<file path="config.mk">
export PLATFORM = sky130hd
export DESIGN_NAME = luhn_card_classifier_unit
export DESIGN_NICKNAME = d
export VERILOG_FILES = /design/src/rtl/core/lcc_pkg.sv /design/src/rtl/core/lcc_bin2bcd.sv /design/src/rtl/core/lcc_luhn_scan.sv /design/src/rtl/core/luhn_card_classifier_unit.sv
export VERILOG_INCLUDE_DIRS = /design/src /design/src/rtl/core
export SDC_FILE = /design/constraint.sdc
export NUM_CORES = 1
export LEC_CHECK = 0
export BUFFER_PORTS_ARGS = -buffer_cell sky130_fd_sc_hd__buf_2
export CAP_MARGIN = 10
export CORE_AREA = 8 8 154 171
export CTS_CLUSTER_SIZE = 16
export DETAILED_ROUTE_END_ITERATION = 10
export DIE_AREA = 0 0 162 179
export PLACE_DENSITY_LB_ADDON = 0.15
export REMOVE_ABC_BUFFERS = 1
export SYNTH_ARGS = -nofsm -noshare
export SYNTH_HDL_FRONTEND = slang
export SYNTH_SLANG_ARGS = --single-unit
</file>
<file path="constraint.sdc">
create_clock -name i_clk -period 7.35 [get_ports i_clk]
set_input_delay 0.735 -clock i_clk [delete_from_list [all_inputs] [get_ports i_clk]]
set_output_delay 0.735 -clock i_clk [all_outputs]
set_load 0.01 [all_outputs]
</file>
<file path="src/rtl/core/luhn_card_classifier_unit_macros.svh">
// assertion helpers shared by the rtl
`ifndef LUHN_CARD_CLASSIFIER_UNIT_MACROS_SVH
`define LUHN_CARD_CLASSIFIER_UNIT_MACROS_SVH

// same-cycle implication
`define LCC_ASSERT_IMP(label, ante, cons) \
    label: assert property (@(posedge i_clk) disable iff (!i_rst_n) (ante) |-> (cons)) \
        else $error("luhn classifier check failed");

// next-cycle implication
`define LCC_ASSERT_NXT(label, ante, cons) \
    label: assert property (@(posedge i_clk) disable iff (!i_rst_n) (ante) |=> (cons)) \
        else $error("luhn classifier check failed");

`endif

</file>
<file path="src/rtl/core/lcc_pkg.sv">
package lcc_pkg;

    localparam int BinW   = 63;
    localparam int DigitN = 19;
    localparam int BcdW   = 4 * DigitN;
    localparam int LenW   = 5;

    typedef logic [1:0] t_kind;

    localparam t_kind KIND_INVALID = 2'd0;
    localparam t_kind KIND_VISA    = 2'd1;
    localparam t_kind KIND_MASTER  = 2'd2;
    localparam t_kind KIND_AMEX    = 2'd3;

    localparam logic [LenW-1:0] LEN_VISA_SHORT = 5'd13;
    localparam logic [LenW-1:0] LEN_AMEX       = 5'd15;
    localparam logic [LenW-1:0] LEN_LONG       = 5'd16;

    typedef struct packed {
        t_kind           kind;
        logic            ok;
        logic [LenW-1:0] count;
    } t_scan_res;

endpackage

</file>
<file path="src/rtl/core/lcc_bin2bcd.sv">
module lcc_bin2bcd (
    input  logic                        i_clk,
    input  logic                        i_rst_n,
    input  logic                        i_start,
    input  logic [lcc_pkg::BinW-1:0]    i_number,
    output logic                        o_done,
    output logic [lcc_pkg::BcdW-1:0]    o_bcd
);
    import lcc_pkg::*;

    localparam int CntW = $clog2(BinW);

    logic [BinW-1:0] r_bin;
    logic [BcdW-1:0] r_bcd;
    logic [CntW-1:0] r_cnt;
    logic            r_run;
    logic            r_done;
    logic [BcdW-1:0] adj;

    // add 3 to every digit of 5 or more before the shift
    always_comb begin
        for (int k = 0; k < DigitN; k++) begin
            if (r_bcd[4*k +: 4] >= 4'd5) begin
                adj[4*k +: 4] = r_bcd[4*k +: 4] + 4'd3;
            end else begin
                adj[4*k +: 4] = r_bcd[4*k +: 4];
            end
        end
    end

    always_ff @(posedge i_clk) begin
        if (!i_rst_n) begin
            r_run  <= 1'b0;
            r_done <= 1'b0;
            r_cnt  <= '0;
        end else begin
            r_done <= 1'b0;
            if (i_start) begin
                r_run <= 1'b1;
                r_cnt <= '0;
            end else if (r_run) begin
                r_cnt <= r_cnt + 1'b1;
                if (r_cnt == CntW'(BinW - 1)) begin
                    r_run  <= 1'b0;
                    r_done <= 1'b1;
                end
            end
        end
    end

    always_ff @(posedge i_clk) begin
        if (i_start) begin
            r_bin <= i_number;
            r_bcd <= '0;
        end else if (r_run) begin
            r_bin <= {r_bin[BinW-2:0], 1'b0};
            r_bcd <= {adj[BcdW-2:0], r_bin[BinW-1]};
        end
    end

    assign o_done = r_done;
    assign o_bcd  = r_bcd;

endmodule

</file>
<file path="src/rtl/core/lcc_luhn_scan.sv">
module lcc_luhn_scan (
    input  logic                        i_clk,
    input  logic                        i_rst_n,
    input  logic                        i_start,
    input  logic [lcc_pkg::BcdW-1:0]    i_bcd,
    output logic                        o_done,
    output lcc_pkg::t_scan_res          o_res
);
    import lcc_pkg::*;

    logic [BcdW-1:0] r_bcd;
    logic [LenW-1:0] r_idx;
    logic [LenW-1:0] r_len;
    logic [3:0]      r_acc;
    logic [3:0]      r_top;
    logic [3:0]      r_second;
    logic [3:0]      r_prev;
    logic            r_run;
    logic            r_done;

    logic [3:0] dig;
    logic [4:0] dbl;
    logic [3:0] contrib;
    logic [4:0] sum;
    logic [3:0] n_acc;
    t_kind      kind;

    // luhn term and running sum kept modulo ten
    always_comb begin
        dig = r_bcd[3:0];
        dbl = {dig, 1'b0};
        if (r_idx[0]) begin
            if (dbl >= 5'd10) begin
                contrib = 4'(dbl - 5'd9);
            end else begin
                contrib = dbl[3:0];
            end
        end else begin
            contrib = dig;
        end
        sum = {1'b0, r_acc} + {1'b0, contrib};
        if (sum >= 5'd10) begin
            n_acc = 4'(sum - 5'd10);
        end else begin
            n_acc = sum[3:0];
        end
    end

    always_ff @(posedge i_clk) begin
        if (!i_rst_n) begin
            r_run  <= 1'b0;
            r_done <= 1'b0;
            r_idx  <= '0;
        end else begin
            r_done <= 1'b0;
            if (i_start) begin
                r_run <= 1'b1;
                r_idx <= '0;
            end else if (r_run) begin
                r_idx <= r_idx + 1'b1;
                if (r_idx == LenW'(DigitN - 1)) begin
                    r_run  <= 1'b0;
                    r_done <= 1'b1;
                end
            end
        end
    end

    always_ff @(posedge i_clk) begin
        if (i_start) begin
            r_bcd    <= i_bcd;
            r_acc    <= '0;
            r_len    <= '0;
            r_top    <= '0;
            r_second <= '0;
            r_prev   <= '0;
        end else if (r_run) begin
            r_bcd  <= {4'd0, r_bcd[BcdW-1:4]};
            r_acc  <= n_acc;
            r_prev <= dig;
            // highest nonzero digit so far is the leading one
            if (dig != 4'd0) begin
                r_len    <= r_idx + 1'b1;
                r_top    <= dig;
                r_second <= r_prev;
            end
        end
    end

    always_comb begin
        kind = KIND_INVALID;
        if (r_acc == 4'd0) begin
            if ((r_len == LEN_VISA_SHORT || r_len == LEN_LONG) && r_top == 4'd4) begin
                kind = KIND_VISA;
            end else if (r_len == LEN_LONG && r_top == 4'd5
                         && r_second >= 4'd1 && r_second <= 4'd5) begin
                kind = KIND_MASTER;
            end else if (r_len == LEN_AMEX && r_top == 4'd3
                         && (r_second == 4'd4 || r_second == 4'd7)) begin
                kind = KIND_AMEX;
            end
        end
    end

    assign o_done      = r_done;
    assign o_res.kind  = kind;
    assign o_res.ok    = (r_acc == 4'd0);
    assign o_res.count = r_len;

endmodule

</file>
<file path="src/rtl/core/luhn_card_classifier_unit.sv">
// Luhn card classifier. Each word carries a 63-bit binary card number; the
// result gives the digit count, whether the Luhn sum is a multiple of ten,
// and the card kind (visa, mastercard, amex or invalid). A word passes from
// acceptance through the bit-serial shift-add-3 binary to decimal
// converter, then through the digit scan that walks the decimal digits one
// per cycle, and its result is then loaded into the output register. One
// word is worked on at a time; a finished result sits in the output
// register while the next word is taken in.
module luhn_card_classifier_unit (
    input  logic                        i_clk,
    input  logic                        i_rst_n,
    input  logic                        i_valid,
    output logic                        o_ready,
    input  logic [lcc_pkg::BinW-1:0]    i_card_number,
    output logic                        o_valid,
    input  logic                        i_ready,
    output lcc_pkg::t_kind              o_card_kind,
    output logic                        o_checksum_ok,
    output logic [lcc_pkg::LenW-1:0]    o_digit_count
);
    import lcc_pkg::*;
    `include "luhn_card_classifier_unit_macros.svh"

    typedef enum logic [1:0] {
        ST_IDLE,
        ST_CONV,
        ST_SCAN,
        ST_HOLD
    } t_state;

    t_state          r_state;
    logic            accept;
    logic            conv_done;
    logic [BcdW-1:0] bcd;
    logic            scan_done;
    t_scan_res       scan_res;
    logic            slot_free;
    logic            load_out;

    assign o_ready   = (r_state == ST_IDLE);
    assign accept    = i_valid && o_ready;
    assign slot_free = !o_valid || i_ready;
    assign load_out  = (r_state == ST_HOLD || (r_state == ST_SCAN && scan_done)) && slot_free;

    lcc_bin2bcd u_bin2bcd (
        .i_clk    (i_clk),
        .i_rst_n  (i_rst_n),
        .i_start  (accept),
        .i_number (i_card_number),
        .o_done   (conv_done),
        .o_bcd    (bcd)
    );

    lcc_luhn_scan u_scan (
        .i_clk    (i_clk),
        .i_rst_n  (i_rst_n),
        .i_start  (conv_done),
        .i_bcd    (bcd),
        .o_done   (scan_done),
        .o_res    (scan_res)
    );

    always_ff @(posedge i_clk) begin
        if (!i_rst_n) begin
            r_state <= ST_IDLE;
            o_valid <= 1'b0;
        end else begin
            if (o_valid && i_ready && !load_out) begin
                o_valid <= 1'b0;
            end
            case (r_state)
                ST_IDLE: begin
                    if (accept) begin
                        r_state <= ST_CONV;
                    end
                end
                ST_CONV: begin
                    if (conv_done) begin
                        r_state <= ST_SCAN;
                    end
                end
                ST_SCAN, ST_HOLD: begin
                    if (load_out) begin
                        o_valid       <= 1'b1;
                        o_card_kind   <= scan_res.kind;
                        o_checksum_ok <= scan_res.ok;
                        o_digit_count <= scan_res.count;
                        r_state       <= ST_IDLE;
                    end else if (scan_done) begin
                        r_state <= ST_HOLD;
                    end
                end
                default: begin
                    r_state <= ST_IDLE;
                end
            endcase
        end
    end

    `LCC_ASSERT_IMP(a_conv_done_in_conv, conv_done, r_state == ST_CONV)
    `LCC_ASSERT_IMP(a_scan_done_in_scan, scan_done, r_state == ST_SCAN)
    `LCC_ASSERT_NXT(a_accept_starts_conv, accept, r_state == ST_CONV)
    `LCC_ASSERT_IMP(a_bad_sum_invalid, o_valid && !o_checksum_ok, o_card_kind == KIND_INVALID)

endmodule
</file>
==> results.ini, run 1 <==
[outcome]
outcome = finished clean

[place]
hpwl_um = 13900
pre_cts_slack_ps = 3670
gp_congestion = 0.798
portBuffers = 76

[floorplanning]
coreArea_mm2 = 0.0233
die_y_um = 179
start_util_pct = 52.4
io_pins = 77
rows = 59
dieArea_mm2 = 0.0290
die_w_um = 162

[synthesis]
syn-cell-area_mm2 = 0.0122
synth-seq-cells = 262
ys_top_cells_by_count = nand2_1, edfxtp_1, dfxtp_1
seq_area_frac_synth_pct = 55.0
synth_top_area_share_pct = 36.1
syn_inst = 1189
synth_cell_type_count = 45
yosysMostFrequentCell = nand2_1
async_flop_share_pct = 0
avgSynthCellArea_um2 = 10.3
synth_warnings = 0
synth_ff_type = edfxtp_1
synth_area_leader_cell = edfxtp_1
yosys-top-cells-area = edfxtp_1, dfxtp_1, nand2_1
synth_edf_count = 147

[finish]
regArea_mm2 = 0.00672
multi_input_area_mm2 = 0.00511
layout.nets = 1364
syn2layout_area_growth_pct = 12.6
n_antenna_cell = 0
fillers = 2002
drive_above_1_share_pct = 16.6

[clock_tree]
ctsHoldBuffers = 0
clock_latency_ps = 530
clk_pin_slew_worst_paths_ps = 60
post_cts_buffers = 0
cts_root_buffer = clkbuf_16
post_cts_resized = 0
cts_tree = done
cts_buffer_depth = 3
ctsHtreeMaxLevel = 1
clock_sinks = 262
numCtsBuffers = 27

[timing]
setup_viol = 0
max-slew-margin-rel_pct = 23.3
rsz0062_at_grt = false
worst_pin_slew_ps = 1150
max_freq_ghz = 0.269
hold_slack_ps = 462
hold_violations = 0
final_max_slew_viol_count = 0
fin_skew_ps = 16.9
final.setup.worst_slack_ps = 3630
finalCritPeriodShare_pct = 50.6
period_needed_ps = 3720

[global_route]
grt_pass1_vias = 7961
grt_max_degree = 104
grt_pass1_wl_um = 38500
antenna_found_initial = 0
grt_usage_pct = 15.6
overflow = 0

[min_path]
hold_path_class = input port to register

[power]
ir_worst_vdd_uv = 150
p_leak_nw = 5.29
p_per_area_mw_per_mm2 = 239
power_mw = 3.29

[critical_path]
end_kind = register
worstPathMaxFanout = 6
start_kind = register
required_ps = 7790
arrival_ps = 4160
worstSetupPathType = register to register

[run]
max_cap_violations = 0

[drt]
first_iter_violations = 616
wl_per_cell_um = 14.7
drc = 0
num_vias = 8261
final_antenna_net_count = 0
viasPerCell = 5.25
wirelength_um = 23100
drt_first_pass_iters = 5

metal layers:
layer | up-vias | global-route usage, % | share of wire [%]
li1 | 4195 | - | -
met2 | 91 | 27.5 | 50
met3 | 37 | 2.09 | 3.0
met5 | - | 0 | 0
met1 | 3938 | 19.8 | 45
met4 | 0 | 4.36 | 1.9
metrics by stage:
step | setup TNS (ps) | area (um^2) | util, % | std cells
3_5_place_dp | 0 | 12800 | 55.1 | 1523
2_1_floorplan | -74660 | 12000 | - | 1135
6_report | 0 | 13700 | 58.9 | 1573
4_1_cts | 0 | 13700 | 58.9 | 1573
5_1_grt | 0 | 13700 | 58.9 | 1573
3_3_place_gp | 0 | 12800 | 55.1 | 1523
placed cells by master (no fill, tap or decap), drive strengths merged, types with 8 or more instances in the layout:
| cell type | n |
|---|---|
| nand2 | 292 |
| edfxtp | 147 |
| dfxtp | 115 |
| buf | 83 |
| a21oi | 76 |
| mux2 | 74 |
| inv | 53 |
| nor2 | 51 |
| ha | 49 |
| o21ai | 46 |
| nand3 | 45 |
| xnor2 | 44 |
| clkbuf | 34 |
| mux2i | 27 |
| nand2b | 22 |
| a21o | 20 |
| o211ai | 19 |
| clkinv | 11 |
| xor2 | 8 |
sequential cells by signal, summed over array words and instances (netlist names), 2 cells and up:
register	flops
u_scan.r_len	5
u_bin2bcd.r_bin	63
u_bin2bcd.r_cnt	6
u_scan.r_idx	5
o_card_kind	2
u_scan.r_prev	4
u_scan.r_bcd	76
u_bin2bcd.o_bcd	76
u_scan.r_top	4
u_scan.r_acc	4
u_scan.r_second	4
o_digit_count	5
r_state	2
cells by family (layout without fill, tap and decap cells):
group	Yosys count	in the layout	share of synthesized area (%)
simple gates	440	440	15.2
fa+ha+maj	50	50	5.18
mux	101	101	9.04
compound gates	178	178	8.53
xor+xnor	52	52	3.79
flops	262	262	55.0
buf+inv	106	185	3.29
layout make-up:
type                    count  area share, %
well taps                 305           2.78
inverters                  52           1.42
flip-flops and latches    262           48.9
repair buffers             83           3.15
clock inverters            16          0.983
clock buffers              34           5.57
multi-input cells         821           37.2
critical path, cell delays in order, from the launching register on:
cell      delay [ps]
edfxtp_1         450
inv_1            150
ha_1             250
nand2b_1          80
a21oi_1          300
xnor2_1          160
nand2_1           70
a21boi_1         170
fa_1             470
xnor2_2          190
inv_1             70
ha_1             250
o31ai_1          100
a311o_1          360
or3_1            330
a311oi_2         230
final timing paths:
| path | cells after the start | startpoint | to | slack (ps) |
|---|---|---|---|---|
| max reg2reg | 15 | u_scan.r_bcd[1] | u_scan.r_acc[1] | 3630 |
| min reg2reg | 2 | u_scan.r_prev[0] | u_scan.r_second[0] | 460 |
| min | 3 | i_card_number[28] | u_bin2bcd.r_bin[28] | 460 |
| max | 15 | u_scan.r_bcd[1] | u_scan.r_acc[1] | 3630 |
power by group:
part	internal [mW]	total, mW	switching, mW
Sequential	1.63	1.66	0.0322
Combinational	0.0979	0.261	0.163
Clock	0.809	1.37	0.558
Total	2.54	3.29	0.754
(Power assumes the default switching activity.)
==> run 2, diff against run 1 <==
clock period = 3.11 ns   (was 7.35 ns; I/O delays follow)
==> run 2 against run 1 <==
  * The run now ends with negative setup slack left
  * Die area unchanged
  * Highest routed layer unchanged
  * Sequential power increased by 140%
  * Non-clock buffer count grew 16
  * Critical endpoint unchanged
  * Power increased by 140%
==> results.ini, run 2 (same netlist as run 1, synthesis figures left out) <==
[finish]
drive_above_1_share_pct = 18.6
layout_common_cells = nand2_1, edfxtp_1, dfxtp_1, buf_2, a21oi_1
syn2layout_area_growth_pct = 14.5
n_antenna_cell = 0
final_area_mm2 = 0.0140
final_common_cell = nand2_1
layout.nets = 1380
fillers = 2053
instances_no_fill = 1588

[critical_path]
slowest_delay_ps = 400
slowest_stage = edfxtp_1
crit_cells = 16
end_kind = register
cpLargestDelayFamily = adder cells
crit_chain = inv_2 > ha_2 > nand2b_4 > a21oi_4 > buf_4 > a21oi_2 > ha_2 > inv_1 > fa_2 > xnor2_2 > inv_2 > ha_4 > o31ai_4 > a311o_1 > or3_1 > a311oi_2
r2r_slack_ps = -50
crit_start = u_scan.r_bcd[1]
arrival_ps = 3600
worstPathMaxFanout = 3
worst-r2r-cell-count = 16
start_kind = register
crit_buf_inv = 4
rr_startpoint = u_scan.r_bcd[1]
r2r_end = u_scan.r_acc[1]
endpoint = u_scan.r_acc[1]
required_ps = 3540
worstSetupPathType = register to register

[place]
dp_cells = 1537
hpwl_um = 14200
placed_area_mm2 = 0.0130
pre_cts_slack_ps = -224
gp_congestion = 0.776
portBuffers = 76

[min_path]
hold_path_class = input port to register

[run]
max_cap_violations = 0

[timing]
worst_pin_slew_ps = 811
setup_viol = 1
final.setup.worst_slack_ps = -53.0
hold_violations = 0
max-slew-margin-rel_pct = 46.0
period_needed_ps = 3160
final_max_slew_viol_count = 0
max_freq_ghz = 0.316
finalCritPeriodShare_pct = 102
fin_skew_ps = 9.50
rsz0062_at_grt = true

[floorplanning]
dieArea_mm2 = 0.0290
rows = 59
coreArea_mm2 = 0.0233
die_y_um = 179
io_pins = 77
die_w_um = 162
start_util_pct = 52.4

[global_route]
grt_max_degree = 139
overflow = 0
grt_pass1_vias = 8162
grt_most_used_layer = met2
use_met3_pct = 2.11
grt_util_met1_pct = 20.4
grt_usage_pct = 15.7
met2_usage_pct = 27.3
antenna_found_initial = 0
grt_pass1_wl_um = 38800

[clock_tree]
clock_latency_ps = 520
ctsHtreeMaxLevel = 1
cts_tree = done
numCtsBuffers = 27
clock_sinks = 262
cts_root_buffer = clkbuf_16
cts_buffer_depth = 3
clk_pin_slew_worst_paths_ps = 60
ctsHoldBuffers = 0

[outcome]
violations = negative setup slack
outcome = complete, but fails checks

[drt]
viasPerCell = 5.19
num_vias = 8245
drc = 0
wl_per_cell_um = 14.5
final_antenna_net_count = 0
wirelength_um = 23100
drt_first_pass_iters = 4
first_iter_violations = 445

[power]
ir_worst_vdd_uv = 474
p_leak_nw = 5.38
p_per_area_mw_per_mm2 = 566

[run 2: cell count changes in the layout (fill, tap and decap cells not counted), sizes merged]
| cell | previous run | this run |
|---|---|---|
| clkbuf | 34 | 32 |
| buf | 83 | 99 |
| inv | 53 | 52 |
| bufinv | 2 | 4 |
| clkinv | 11 | 13 |
| clkinvlp | 2 | 0 |
[run 2: worst min path at each step]
stage / start / endpoint / slack [ps] / cells past startpoint
after floorplan: i_rst_n / r_state[0] / 420 / 2
after global placement: u_scan.r_prev[3] / u_scan.r_second[3] / 440 / 2
after detailed placement: u_scan.r_prev[2] / u_scan.r_second[2] / 450 / 2
after CTS: i_card_number[22] / u_bin2bcd.r_bin[22] / 30 / 3
after global routing: i_card_number[3] / u_bin2bcd.r_bin[3] / 40 / 3
final: i_card_number[22] / u_bin2bcd.r_bin[22] / 50 / 3
[run 2: metal layers]
metal  share of wire [%]  vias to the layer above
met1                  46                     3915
met4                 1.5                        0
met3                 2.6                       23
met5                   0                        -
li1                    -                     4224
met2                  50                       83
[run 2: worst register-to-register path, stage by stage, from the launching register on]
cell,delay (ps)
edfxtp_1,400
inv_2,90
ha_2,150
nand2b_4,120
a21oi_4,60
buf_4,140
a21oi_2,140
ha_2,190
inv_1,50
fa_2,380
xnor2_2,160
inv_2,70
ha_4,150
o31ai_4,70
a311o_1,330
or3_1,330
a311oi_2,230
[run 2: through the flow]
| stage | setup TNS [ps] | utilization [%] | hold slack, ps | total power [mW] |
|---|---|---|---|---|
| 6_report | -53.0 | 60.0 | 46.8 | 7.91 |
| 5_1_grt | -297 | 60.0 | 42.9 | 8.24 |
| 4_1_cts | -49.5 | 59.6 | 26.6 | 7.94 |
| 3_5_place_dp | -492 | 55.7 | 446 | 4.67 |
| 3_3_place_gp | -169 | 55.7 | 443 | 4.64 |
| 2_1_floorplan | -883450 | - | 425 | 4.45 |
[run 2: final cells by class]
class | count | area (um^2) | share of cell area, %
clock inverter | 17 | 186 | 1.33
clock buffer | 32 | 704 | 5.04
timing repair buffer | 99 | 591 | 4.22
multi-input combinational | 821 | 5210 | 37.2
inverter | 52 | 195 | 1.40
tap | 305 | 382 | 2.73
sequential | 262 | 6720 | 48.1
[run 2: where the power goes]
group	switching, mW	internal, mW	leakage [nW]
clock network	1.31	1.94	0.441
registers	0.0908	3.86	2.32
logic	0.411	0.297	2.62
[run 2: what timing repair did]
item / CTS / global route
pin swaps: 2 / 2
resized for setup: 7 / 12
endpoints found under the setup margin: 3 / 3
buffers inserted: 0 / 2
==> run 3, diff against run 2 <==
RECOVER_POWER = 25   (was default)
==> run 3 against run 2 <==
  * The flow finishes with violations (max-capacitance violations, max-slew violations, negative setup slack)
  * Clock skew decreased by 0.57 ps
  * Critical path depth unchanged
  * Power about the same
  * Sequential share of layout area increased by 0.11 points
  * Via count about the same
  * Combinational power about the same
  * Design area decreased by 0.22%
  * Core utilization decreased by 0.13 points
  * Clock power about the same
  * Worst setup slack improved by 5.9 ps
  * Largest cell class unchanged
==> results.ini, run 3 (same netlist as run 1, synthesis figures left out) <==
[outcome]
outcome = complete, but fails checks
violations = max-capacitance violations, max-slew violations, negative setup slack

[power]
p_leak_nw = 5.35
p_int_mw = 6.10
switching_power_mw = 1.81
sequentialPowerShare_pct = 49.9
swShare_pct = 22.9
clockPowerShare_pct = 41.2
pwr-share-comb_pct = 8.9
ir_worst_vdd_uv = 474
p_per_area_mw_per_mm2 = 567

[floorplanning]
die_y_um = 179
dieArea_mm2 = 0.0290
start_util_pct = 52.4
die_w_um = 162
io_pins = 77
rows = 59
coreArea_mm2 = 0.0233

[timing]
period_needed_ps = 3160
final_max_slew_viol_count = 139
finalCritPeriodShare_pct = 102
tns_ps = -47.1
fin_skew_ps = 8.92
final.setup.worst_slack_ps = -47.1
max-slew-margin-rel_pct = -5.57
hold_violations = 0
worst_pin_slew_ps = 1580
setup_viol = 1
max_freq_ghz = 0.317
rsz0062_at_grt = true

[critical_path]
worstPathMaxFanout = 3
r2r_slack_ps = -50
arrival_ps = 3590
worstSetupPathType = register to register
start_kind = register
end_kind = register
required_ps = 3550

[clock_tree]
clock_sinks = 262
clk_pin_slew_worst_paths_ps = 60
cts_buffer_depth = 3
ctsHtreeMaxLevel = 1
cts_tree = done
numCtsBuffers = 27
cts_root_buffer = clkbuf_16
clock_latency_ps = 520

[finish]
drive_above_1_share_pct = 17.7
syn2layout_area_growth_pct = 14.3
final_common_cell = nand2_1
layout_common_cells = nand2_1, edfxtp_1, dfxtp_1, a21oi_1, mux2_2
layout.nets = 1380
fillers = 2059
n_antenna_cell = 0
final_area_mm2 = 0.0140

[min_path]
hold_path_class = input port to register

[global_route]
grt_pass1_vias = 8162
grt_usage_pct = 15.7
antenna_found_initial = 0
grt_pass1_wl_um = 38800
grt_max_degree = 139
overflow = 0

[drt]
final_antenna_net_count = 0
first_iter_violations = 436
wl_met3_um = 617
drt_first_pass_iters = 4
num_vias = 8246
drc = 0
top_layer = met4
wl_per_cell_um = 14.5
met2WireLength_um = 11600
drt-met1-wl_um = 10600
wirelength_um = 23100
viasPerCell = 5.19

[place]
placed_area_mm2 = 0.0130
hpwl_um = 14200
portBuffers = 76
gp_congestion = 0.776

[run]
max_cap_violations = 1

[run 3: cell types whose count changed in the layout (fill, tap and decap cells not counted), sizes merged]
| cell | before | now |
|---|---|---|
| buf | 99 | 87 |
| clkbuf | 32 | 44 |
[run 3: final cells by class]
type	count	area (um^2)	share of cell area (%)
repair buffers	99	559	4.01
well taps	305	382	2.73
flip-flops and latches	262	6720	48.2
inverters	52	195	1.40
clock buffers	32	704	5.05
multi-input cells	821	5210	37.3
clock inverters	17	186	1.34
[run 3: worst max-delay path, stage by stage, from the launching register on]
cell and delay [ps]:
edfxtp_1 410, inv_2 90, ha_2 150, nand2b_4 120
a21oi_4 60, buf_4 140, a21oi_2 140, ha_2 190
inv_1 50, fa_2 380, xnor2_2 160, inv_2 70
ha_4 150, o31ai_4 70, a311o_1 330, or3_1 330
a311oi_2 220
[run 3: metrics by stage]
stage / total power [mW] / setup WS [ps] / hold WS, ps / cells / utilization, %
final: 7.91 / -47.1 / 46.9 / 1588 / 59.8
after global routing: 8.24 / -121 / 42.9 / 1588 / 59.8
after CTS: 7.94 / -49.5 / 26.6 / 1586 / 59.6
after detailed placement: 4.67 / -224 / 446 / 1537 / 55.7
after global placement: 4.64 / -127 / 443 / 1537 / 55.7
after floorplan: 4.45 / -4510 / 425 / 1135 / -
[run 3: what timing repair did]
action,in CTS,in global routing
hold buffers,0,0
setup buffers,0,2
gates resized for setup,7,12
pin swaps,2,2
setup endpoints to repair,3,3
cloned,0,0
[run 3: per-layer routing]
| metal | track usage (%) | vias up |
|---|---|---|
| met5 | 0 | - |
| li1 | - | 4226 |
| met1 | 20.4 | 3914 |
| met3 | 2.11 | 23 |
| met2 | 27.3 | 83 |
| met4 | 4.02 | 0 |
[run 3: power groups by stage]
| stage | sequential [mW] | combinational (mW) | clock (mW) |
|---|---|---|---|
| global placement | 4.01 | 0.630 | 0 |
| CTS | 3.95 | 0.665 | 3.33 |
| floorplan | 4.01 | 0.435 | 0 |
| detailed placement | 4.02 | 0.650 | 0 |
| global route | 3.97 | 0.795 | 3.48 |
| finish | 3.95 | 0.706 | 3.26 |
[run 3: worst paths after layout]
kind,to,cells past startpoint,startpoint
max,u_scan.r_acc[1],16,u_scan.r_bcd[1]
min,u_bin2bcd.r_bin[22],3,i_card_number[22]
max reg2reg,u_scan.r_acc[1],16,u_scan.r_bcd[1]
min reg2reg,u_scan.r_second[2],2,u_scan.r_prev[2]
